===== config.mk =====
export PLATFORM = sky130hd
export DESIGN_NAME = biquad_iir_filter_flat
export DESIGN_NICKNAME = d
export VERILOG_FILES = /design/src/rtl/biq_pkg.sv /design/src/rtl/biq_req_if.sv /design/src/rtl/biq_rsp_if.sv /design/src/rtl/biquad_iir_filter.sv /design/src/rtl/biq_lane.sv /design/src/flat_wrapper.sv
export SDC_FILE = /design/constraint.sdc
export NUM_CORES = 2
export LEC_CHECK = 0
export ABC_AREA = 0
export CAP_MARGIN = 30
export CORE_MARGIN = 1.5
export CORE_UTILIZATION = 43
export CTS_CLUSTER_SIZE = 24
export DETAILED_ROUTE_END_ITERATION = 10
export DONT_BUFFER_PORTS = 1
export GPL_TIMING_DRIVEN = 0
export SETUP_SLACK_MARGIN = 0.1
export SLEW_MARGIN = 20
export SYNTH_ARGS = -nofsm -noshare
export SYNTH_HDL_FRONTEND = slang
export SYNTH_HIERARCHICAL = 1
export SYNTH_SLANG_ARGS = --single-unit

===== constraint.sdc =====
create_clock -name clock -period 8.6 [get_ports clock]
set_input_delay 1.72 -clock clock [delete_from_list [all_inputs] [get_ports clock]]
set_output_delay 1.72 -clock clock [all_outputs]
set_load 0.01 [all_outputs]

===== src/rtl/biq_pkg.sv =====
// biquad filter package: field widths, digit-serial multiplier sizes,
// register index codes and the lane control struct
// no dependencies
package biq_pkg;

   localparam int SAMPLE_BITS    = 24;
   localparam int COEF_BITS      = 32;
   localparam int COEF_FRAC      = COEF_BITS - 4;
   localparam int STATE_BITS     = SAMPLE_BITS + COEF_BITS;
   localparam int SUM_BITS       = STATE_BITS + 2;
   localparam int DIGIT_BITS     = 4;
   localparam int DIGIT_COUNT    = SAMPLE_BITS / DIGIT_BITS;
   localparam int CNT_BITS       = $clog2(DIGIT_COUNT);
   localparam int PP_BITS        = COEF_BITS + DIGIT_BITS + 1;
   localparam int HI_BITS        = COEF_BITS + 2;
   localparam int CSR_INDEX_BITS = 3;

   localparam logic [CSR_INDEX_BITS-1:0] REG_B0 = 3'd0;
   localparam logic [CSR_INDEX_BITS-1:0] REG_B1 = 3'd1;
   localparam logic [CSR_INDEX_BITS-1:0] REG_B2 = 3'd2;
   localparam logic [CSR_INDEX_BITS-1:0] REG_A1 = 3'd3;
   localparam logic [CSR_INDEX_BITS-1:0] REG_A2 = 3'd4;

   typedef logic signed [SAMPLE_BITS-1:0] sample_type;
   typedef logic signed [COEF_BITS-1:0]   coef_type;
   typedef logic signed [STATE_BITS-1:0]  state_type;

   typedef struct packed {
      logic start;
      logic step;
      logic last;
   } lane_ctl_type;

endpackage


===== src/rtl/biq_req_if.sv =====
// input channel of the biquad filter: one sample word per handshake
// depends on biq_pkg
interface biq_req_if;
   logic                 valid;
   logic                 ready;
   biq_pkg::sample_type  sample_in;
   logic                 clear_state;

   modport source (output valid, output sample_in, output clear_state, input ready);
   modport sink   (input valid, input sample_in, input clear_state, output ready);
endinterface


===== src/rtl/biq_rsp_if.sv =====
// result channel of the biquad filter: one filtered sample word per handshake
// depends on biq_pkg
interface biq_rsp_if;
   logic                 valid;
   logic                 ready;
   biq_pkg::sample_type  sample_out;
   logic                 clipped;

   modport source (output valid, output sample_out, output clipped, input ready);
   modport sink   (input valid, input sample_out, input clipped, output ready);
endinterface


===== src/rtl/biquad_iir_filter.sv =====
// biquad iir section, transposed direct form ii, with digit-serial multipliers
// depends on biq_pkg, biq_req_if, biq_rsp_if, biq_lane
//
// usage:
//   req_chan carries one signed sample word plus a clear_state flag; clear_state
//   zeroes both delay words before that sample is filtered.
//   rsp_chan returns one word per sample: the output rounded half up, clamped to
//   sample range, and clipped set when the clamp hit.
//   csr_we/csr_index/csr_wdata write coefficients b0, b1, b2, a1, a2 (indices 0
//   to 4, signed q3.28); other indices are ignored. write only while idle.
// sequence:
//   one sample at a time. three multiplier lanes work the 24-bit sample in
//   six 4-bit digits (b0, b1, b2 times x), then two lanes work the output
//   sample (a1, a2 times y). states in order: MUL1, SUMY, SATY, MUL2, UPD;
//   a new sample is taken only after UPD returns the block to idle.
// reset: synchronous, active high; clears coefficients, delay words and the
//   output valid flag.
// stall: the result sits in an output register; a stalled receiver holds the
//   block in its final step until the output register frees up.
module biquad_iir_filter (
   input  logic                                clock,
   input  logic                                reset,
   biq_req_if.sink                             req_chan,
   biq_rsp_if.source                           rsp_chan,
   input  logic                                csr_we,
   input  logic [biq_pkg::CSR_INDEX_BITS-1:0]  csr_index,
   input  logic [biq_pkg::COEF_BITS-1:0]       csr_wdata
);

   localparam logic [2:0] ST_IDLE = 3'd0;
   localparam logic [2:0] ST_MUL1 = 3'd1;
   localparam logic [2:0] ST_SUMY = 3'd2;
   localparam logic [2:0] ST_SATY = 3'd3;
   localparam logic [2:0] ST_MUL2 = 3'd4;
   localparam logic [2:0] ST_UPD  = 3'd5;

   localparam int YW_BITS  = biq_pkg::SUM_BITS - biq_pkg::COEF_FRAC;
   localparam int YTOP     = YW_BITS - biq_pkg::SAMPLE_BITS + 1;
   localparam int NTOP     = biq_pkg::SUM_BITS - biq_pkg::STATE_BITS + 1;
   localparam logic [biq_pkg::CNT_BITS-1:0] CNT_LAST = biq_pkg::CNT_BITS'(biq_pkg::DIGIT_COUNT - 1);
   localparam logic signed [biq_pkg::SUM_BITS-1:0] HALF =
      biq_pkg::SUM_BITS'(1) <<< (biq_pkg::COEF_FRAC - 1);

   logic [2:0]                          state_ff, state_in;
   logic [biq_pkg::CNT_BITS-1:0]        cnt_ff, cnt_in;
   biq_pkg::coef_type                   b0_ff, b1_ff, b2_ff, a1_ff, a2_ff;
   biq_pkg::state_type                  d1_ff, d2_ff;
   logic signed [biq_pkg::SUM_BITS-1:0] accy_ff, accy_in;
   logic signed [biq_pkg::SUM_BITS-1:0] t1_ff, t1_in;
   logic signed [biq_pkg::SUM_BITS-1:0] n1, n2;
   biq_pkg::state_type                  n1_sat, n2_sat;
   logic signed [YW_BITS-1:0]           y_wide;
   biq_pkg::sample_type                 yq_in, yq_ff;
   logic                                clip_in, clip_ff;
   logic                                rsp_valid_ff;
   biq_pkg::sample_type                 rsp_sample_ff;
   logic                                rsp_clip_ff;
   logic                                accept, out_free, leave;
   logic                                cnt_last;
   biq_pkg::lane_ctl_type               ctl_ab, ctl_c;
   biq_pkg::coef_type                   coef0, coef1;
   biq_pkg::sample_type                 opnd_ab;
   biq_pkg::state_type                  prod0, prod1, prod2;

   assign accept   = req_chan.valid && req_chan.ready;
   assign out_free = !rsp_valid_ff || rsp_chan.ready;
   assign leave    = (state_ff == ST_UPD) && out_free;
   assign cnt_last = (cnt_ff == CNT_LAST);

   assign req_chan.ready      = (state_ff == ST_IDLE);
   assign rsp_chan.valid      = rsp_valid_ff;
   assign rsp_chan.sample_out = rsp_sample_ff;
   assign rsp_chan.clipped    = rsp_clip_ff;

   // lane control and operand selection
   always_comb begin
      ctl_ab.start = accept || (state_ff == ST_SATY);
      ctl_ab.step  = (state_ff == ST_MUL1) || (state_ff == ST_MUL2);
      ctl_ab.last  = cnt_last;
      ctl_c.start  = accept;
      ctl_c.step   = (state_ff == ST_MUL1);
      ctl_c.last   = cnt_last;
      if (state_ff == ST_IDLE) begin
         coef0   = b0_ff;
         coef1   = b1_ff;
         opnd_ab = req_chan.sample_in;
      end else begin
         coef0   = a1_ff;
         coef1   = a2_ff;
         opnd_ab = yq_in;
      end
   end

   biq_lane u_lane0 (
      .clock   (clock),
      .ctl     (ctl_ab),
      .coef    (coef0),
      .operand (opnd_ab),
      .product (prod0)
   );

   biq_lane u_lane1 (
      .clock   (clock),
      .ctl     (ctl_ab),
      .coef    (coef1),
      .operand (opnd_ab),
      .product (prod1)
   );

   biq_lane u_lane2 (
      .clock   (clock),
      .ctl     (ctl_c),
      .coef    (b2_ff),
      .operand (req_chan.sample_in),
      .product (prod2)
   );

   // output rounding, clamp, state update
   always_comb begin
      accy_in = biq_pkg::SUM_BITS'(prod0) + biq_pkg::SUM_BITS'(d1_ff) + HALF;
      t1_in   = biq_pkg::SUM_BITS'(d2_ff) + biq_pkg::SUM_BITS'(prod1);
      y_wide  = $signed(accy_ff[biq_pkg::SUM_BITS-1:biq_pkg::COEF_FRAC]);
      if ((&y_wide[YW_BITS-1 -: YTOP]) || !(|y_wide[YW_BITS-1 -: YTOP])) begin
         yq_in   = y_wide[biq_pkg::SAMPLE_BITS-1:0];
         clip_in = 1'b0;
      end else begin
         yq_in   = {y_wide[YW_BITS-1], {(biq_pkg::SAMPLE_BITS-1){!y_wide[YW_BITS-1]}}};
         clip_in = 1'b1;
      end
      n1 = t1_ff - biq_pkg::SUM_BITS'(prod0);
      n2 = biq_pkg::SUM_BITS'(prod2) - biq_pkg::SUM_BITS'(prod1);
      if ((&n1[biq_pkg::SUM_BITS-1 -: NTOP]) || !(|n1[biq_pkg::SUM_BITS-1 -: NTOP])) begin
         n1_sat = n1[biq_pkg::STATE_BITS-1:0];
      end else begin
         n1_sat = {n1[biq_pkg::SUM_BITS-1], {(biq_pkg::STATE_BITS-1){!n1[biq_pkg::SUM_BITS-1]}}};
      end
      if ((&n2[biq_pkg::SUM_BITS-1 -: NTOP]) || !(|n2[biq_pkg::SUM_BITS-1 -: NTOP])) begin
         n2_sat = n2[biq_pkg::STATE_BITS-1:0];
      end else begin
         n2_sat = {n2[biq_pkg::SUM_BITS-1], {(biq_pkg::STATE_BITS-1){!n2[biq_pkg::SUM_BITS-1]}}};
      end
   end

   // sequencer
   always_comb begin
      state_in = state_ff;
      cnt_in   = cnt_ff;
      unique case (state_ff)
         ST_IDLE: begin
            cnt_in = '0;
            if (accept) begin
               state_in = ST_MUL1;
            end
         end
         ST_MUL1: begin
            cnt_in = cnt_ff + 1'b1;
            if (cnt_last) begin
               state_in = ST_SUMY;
               cnt_in   = '0;
            end
         end
         ST_SUMY: begin
            state_in = ST_SATY;
         end
         ST_SATY: begin
            state_in = ST_MUL2;
            cnt_in   = '0;
         end
         ST_MUL2: begin
            cnt_in = cnt_ff + 1'b1;
            if (cnt_last) begin
               state_in = ST_UPD;
               cnt_in   = '0;
            end
         end
         ST_UPD: begin
            if (out_free) begin
               state_in = ST_IDLE;
            end
         end
         default: begin
            state_in = ST_IDLE;
            cnt_in   = '0;
         end
      endcase
   end

   always_ff @(posedge clock) begin
      if (reset) begin
         state_ff     <= ST_IDLE;
         cnt_ff       <= '0;
         rsp_valid_ff <= 1'b0;
         d1_ff        <= '0;
         d2_ff        <= '0;
         b0_ff        <= '0;
         b1_ff        <= '0;
         b2_ff        <= '0;
         a1_ff        <= '0;
         a2_ff        <= '0;
      end else begin
         state_ff <= state_in;
         cnt_ff   <= cnt_in;
         if (leave) begin
            rsp_valid_ff <= 1'b1;
         end else if (rsp_chan.ready) begin
            rsp_valid_ff <= 1'b0;
         end
         if (accept && req_chan.clear_state) begin
            d1_ff <= '0;
            d2_ff <= '0;
         end else if (leave) begin
            d1_ff <= n1_sat;
            d2_ff <= n2_sat;
         end
         if (csr_we) begin
            unique case (csr_index)
               biq_pkg::REG_B0: b0_ff <= csr_wdata;
               biq_pkg::REG_B1: b1_ff <= csr_wdata;
               biq_pkg::REG_B2: b2_ff <= csr_wdata;
               biq_pkg::REG_A1: a1_ff <= csr_wdata;
               biq_pkg::REG_A2: a2_ff <= csr_wdata;
               default: begin
               end
            endcase
         end
      end
   end

   always_ff @(posedge clock) begin
      if (state_ff == ST_SUMY) begin
         accy_ff <= accy_in;
         t1_ff   <= t1_in;
      end
      if (state_ff == ST_SATY) begin
         yq_ff   <= yq_in;
         clip_ff <= clip_in;
      end
      if (leave) begin
         rsp_sample_ff <= yq_ff;
         rsp_clip_ff   <= clip_ff;
      end
   end

endmodule


===== src/rtl/biq_lane.sv =====
// digit-serial multiplier lane: coefficient times sample, one 4-bit digit of
// the sample per step, lsb digit first, top digit signed
// depends on biq_pkg
module biq_lane (
   input  logic                  clock,
   input  biq_pkg::lane_ctl_type ctl,
   input  biq_pkg::coef_type     coef,
   input  biq_pkg::sample_type   operand,
   output biq_pkg::state_type    product
);

   biq_pkg::coef_type                     coef_ff;
   biq_pkg::sample_type                   opnd_ff;
   logic signed [biq_pkg::HI_BITS-1:0]    hi_ff;
   logic signed [biq_pkg::HI_BITS-1:0]    hi_in;
   logic [biq_pkg::SAMPLE_BITS-1:0]       lo_ff;
   logic signed [biq_pkg::DIGIT_BITS:0]   digit;
   logic signed [biq_pkg::PP_BITS-1:0]    pp;
   logic signed [biq_pkg::PP_BITS:0]      sum;

   always_comb begin
      if (ctl.last) begin
         digit = {opnd_ff[biq_pkg::DIGIT_BITS-1], opnd_ff[biq_pkg::DIGIT_BITS-1:0]};
      end else begin
         digit = {1'b0, opnd_ff[biq_pkg::DIGIT_BITS-1:0]};
      end
      pp    = biq_pkg::PP_BITS'(coef_ff) * biq_pkg::PP_BITS'(digit);
      sum   = (biq_pkg::PP_BITS + 1)'(hi_ff) + (biq_pkg::PP_BITS + 1)'(pp);
      hi_in = biq_pkg::HI_BITS'(sum >>> biq_pkg::DIGIT_BITS);
   end

   always_ff @(posedge clock) begin
      if (ctl.start) begin
         coef_ff <= coef;
         opnd_ff <= operand;
         hi_ff   <= '0;
         lo_ff   <= '0;
      end else if (ctl.step) begin
         opnd_ff <= opnd_ff >>> biq_pkg::DIGIT_BITS;
         hi_ff   <= hi_in;
         lo_ff   <= {sum[biq_pkg::DIGIT_BITS-1:0],
                     lo_ff[biq_pkg::SAMPLE_BITS-1:biq_pkg::DIGIT_BITS]};
      end
   end

   assign product = {hi_ff[biq_pkg::COEF_BITS-1:0], lo_ff};

endmodule


===== src/flat_wrapper.sv =====
// flat-port wrapper written by rule: the top's interface ports become plain ports
module biquad_iir_filter_flat 
  (clock, reset, csr_we, csr_index, csr_wdata, req_chan_valid, req_chan_sample_in, req_chan_clear_state, req_chan_ready, rsp_chan_valid, rsp_chan_sample_out, rsp_chan_clipped, rsp_chan_ready);
  biq_req_if req_chan_i ();
  biq_rsp_if rsp_chan_i ();
  input  logic clock;
  input  logic reset;
  input  logic csr_we;
  input  logic [biq_pkg::CSR_INDEX_BITS-1:0] csr_index;
  input  logic [biq_pkg::COEF_BITS-1:0] csr_wdata;
  input wire logic [$bits(req_chan_i.valid)-1:0] req_chan_valid;
  input wire logic [$bits(req_chan_i.sample_in)-1:0] req_chan_sample_in;
  input wire logic [$bits(req_chan_i.clear_state)-1:0] req_chan_clear_state;
  output wire logic [$bits(req_chan_i.ready)-1:0] req_chan_ready;
  output wire logic [$bits(rsp_chan_i.valid)-1:0] rsp_chan_valid;
  output wire logic [$bits(rsp_chan_i.sample_out)-1:0] rsp_chan_sample_out;
  output wire logic [$bits(rsp_chan_i.clipped)-1:0] rsp_chan_clipped;
  input wire logic [$bits(rsp_chan_i.ready)-1:0] rsp_chan_ready;
  assign req_chan_i.valid = req_chan_valid;
  assign req_chan_i.sample_in = req_chan_sample_in;
  assign req_chan_i.clear_state = req_chan_clear_state;
  assign req_chan_ready = req_chan_i.ready;
  assign rsp_chan_valid = rsp_chan_i.valid;
  assign rsp_chan_sample_out = rsp_chan_i.sample_out;
  assign rsp_chan_clipped = rsp_chan_i.clipped;
  assign rsp_chan_i.ready = rsp_chan_ready;
  biquad_iir_filter u_core (.clock(clock), .reset(reset), .req_chan(req_chan_i), .rsp_chan(rsp_chan_i), .csr_we(csr_we), .csr_index(csr_index), .csr_wdata(csr_wdata));
endmodule

==> metrics.cfg <==
[worst_setup_path]
cp-start-kind = flop
cp.required_ns = 9.22
slowest_stage = a2111oi_0
path_buf_inv = 4
critPathTopFamily = adder cells
critPathKind = reg -> reg
crit_chain = inv_1, nor3b_2, nand2_1, or2_2, fa_1, fa_1, inv_1, fa_1, inv_1, fa_1, inv_1, ha_1, a21oi_1, o21ai_0, a22oi_2, a2111oi_0, o21ai_0, a32o_1
cp-end-kind = flop
cp.arrival_ns = 7.61
critical_path.max_fanout = 6
critPathMaxStageDelay_ns = 0.89

[sta]
fin_skew_ns = 0.0540
slew_headroom = 0.341
drv_slew = 0
finalCritPeriodShare = 0.812
fmax_mhz = 143
fin_crit_ns = 6.98
finalSetupViolCount = 0
fin_ws_ns = 1.62
hold_violations = 0
fin_setup_tns_ns = 0
grt_setup_unrepaired = false
tightest_slew_ns = 0.964

[global_routing]
overflow = 0
grt_max_degree = 54
grt_pass1_vias = 49200
track_usage = 0.273
grt_pass1_wl_mm = 305
antenna_found_initial = 10

[yosys]
async_flop_share = 0
synth_nets = 7994
ys_types = 118
syn_area_um2 = 62000
synthCells = 7023
synth.most_common_cell = nand2_1
yosysTopAreaCellShare = 0.148
yosys-top-cells-count = 845 x nand2_1, 718 x inv_1, 609 x a21oi_1, 504 x ha_1, 489 x nor2_1
synthFlopType = dfxtp_1
synth_top_cell_by_area = edfxtp_1
synth_edf_count = 305
synthTopCellsByArea = edfxtp_1 15%, dfxtp_1 15%, fa_1 13%
synth_seq_cells = 758
synth.avg_cell_area_um2 = 8.82
ys_warn_count = 6
ys_seq_area_frac = 0.294

[placement]
dp_hpwl_mm = 166
post-place-ws_ns = 1.74
gp_congestion = 0.950
portBuffers = 0
placed_cell_area_um2 = 64600

[run]
cap_violations = 0

[power_and_ir_drop]
p_clk_frac = 0.193
seq_power_share = 0.221
power_mw = 20.4
p_comb_frac = 0.586
power.density_nw_per_um2 = 301
p_switching_mw = 9.68
p_leak_nw = 29.9
vdd_ir_drop_max_v = 0.000181
swShare = 0.476
p_int_mw = 10.7

[clock_tree]
htree_levels = 3
cts_tree = done
clk_latency_ns = 0.74
clk_pin_slew_worst_paths_ns = 0.06
hold_buffers = 0
cts_resized = 0
root_buffer = clkbuf_16
cts_setup_buffers = 0
cts_sinks = 758
numCtsBuffers = 89
clockBufferDepth = 3

[layout]
finalInstanceArea_um2 = 67700
fin_nets = 8099
nFillCells = 14100
final_core_util = 0.472
drive_gt1_frac = 0.0712
areaGrowthSynthToFinish_pct = 9.25

[route]
dr.first_iter.drc_count = 3684
via_count = 50300
route.detailed.drc = 0
viasPerCell = 5.52
dr.pass1.iters = 5
postRouteWirelength_mm = 202
postRouteAntennaNets = 0
drt-wirelength-per-cell_um = 22.2

[floorplan]
placement_rows = 139
die_w_um = 383
fp.dieH_um = 383
core_area_um2 = 143000
ioPinCount = 92
die_area_um2 = 146000
initial_utilization = 0.432

[status]
status = finished clean

[hold_path]
hold_class = reg -> reg

-- logic make-up after synthesis --
group | after synthesis | synth area share
compound gates | 1590 | 0.163
xor+xnor | 249 | 0.0353
fa+ha+maj | 914 | 0.233
buf+inv | 1133 | 0.0763
flops | 758 | 0.294
mux | 179 | 0.0306
simple gates | 2200 | 0.168
-- layer usage --
| layer | vias to the layer above | track usage | part of all wire |
|---|---|---|---|
| met5 | - | 0 | 0.00033 |
| met4 | 10 | 0.0847 | 0.032 |
| met3 | 289 | 0.0426 | 0.058 |
| met2 | 1364 | 0.436 | 0.45 |
| met1 | 24600 | 0.379 | 0.46 |
| li1 | 24000 | - | - |
-- power groups by stage --
stage	logic, mW	clock network [mW]	registers [mW]
2_1_floorplan	8.69	0	4.31
3_3_place_gp	11.6	0	4.57
3_5_place_dp	11.6	0	4.57
4_1_cts	11.8	4.00	4.50
5_1_grt	13.3	4.12	4.54
6_report	11.9	3.92	4.51
-- stage by stage --
stage	cells	hold slack, ns
after global placement	8926	0.405
after detailed placement	8938	0.405
final	9109	0.399
after floorplan	7023	0.400
after global routing	9107	0.420
after CTS	9105	0.400
-- cell usage in the layout (no fill, tap or decap), types with 305 or more instances in the layout --
cell type,instances
nor2_1,488
a21oi_1,608
inv_1,717
fa_1,402
ha_1,504
dfxtp_1,453
edfxtp_1,305
o21ai_0,307
nand2_1,845
and2_1,382
-- sequential cells by signal, summed over array words and instances (netlist names), 34 cells and up --
signal	cells
u_core/u_lane1/hi_ff	34
u_core/u_lane0/hi_ff	34
u_core/u_lane2/hi_ff	34
u_core/t1_ff	57
u_core/d1_ff	56
u_core/d2_ff	56
-- final timing paths --
check / to / depth (start not counted) / slack [ns] / start
max: u_core/u_lane2/hi_ff[28]$_SDFFE_PP0P_ / 18 / 1.62 / u_core/cnt_ff[0]$_SDFFE_PP0N_
min: u_core/u_lane2/coef_ff[9]$_DFFE_PP_ / 0 / 0.40 / u_core/b2_ff[9]$_SDFFE_PP0P_
max reg2reg: u_core/u_lane2/hi_ff[28]$_SDFFE_PP0P_ / 18 / 1.62 / u_core/cnt_ff[0]$_SDFFE_PP0N_
min reg2reg: u_core/u_lane2/coef_ff[9]$_DFFE_PP_ / 0 / 0.40 / u_core/b2_ff[9]$_SDFFE_PP0P_
-- layout make-up --
type                       instances  area [um^2]  area share
tap                             1903         2380      0.0352
clock inverter                    52          556     0.00821
antenna                            2         5.00   0.0000739
clock buffer                     115         2490      0.0368
buffer                           414         2030      0.0300
inverter                         719         2700      0.0399
timing repair buffer              14          268     0.00396
multi-input combinational       5132        39000       0.577
sequential                       758        18200       0.269
(Power assumes the default switching activity.)
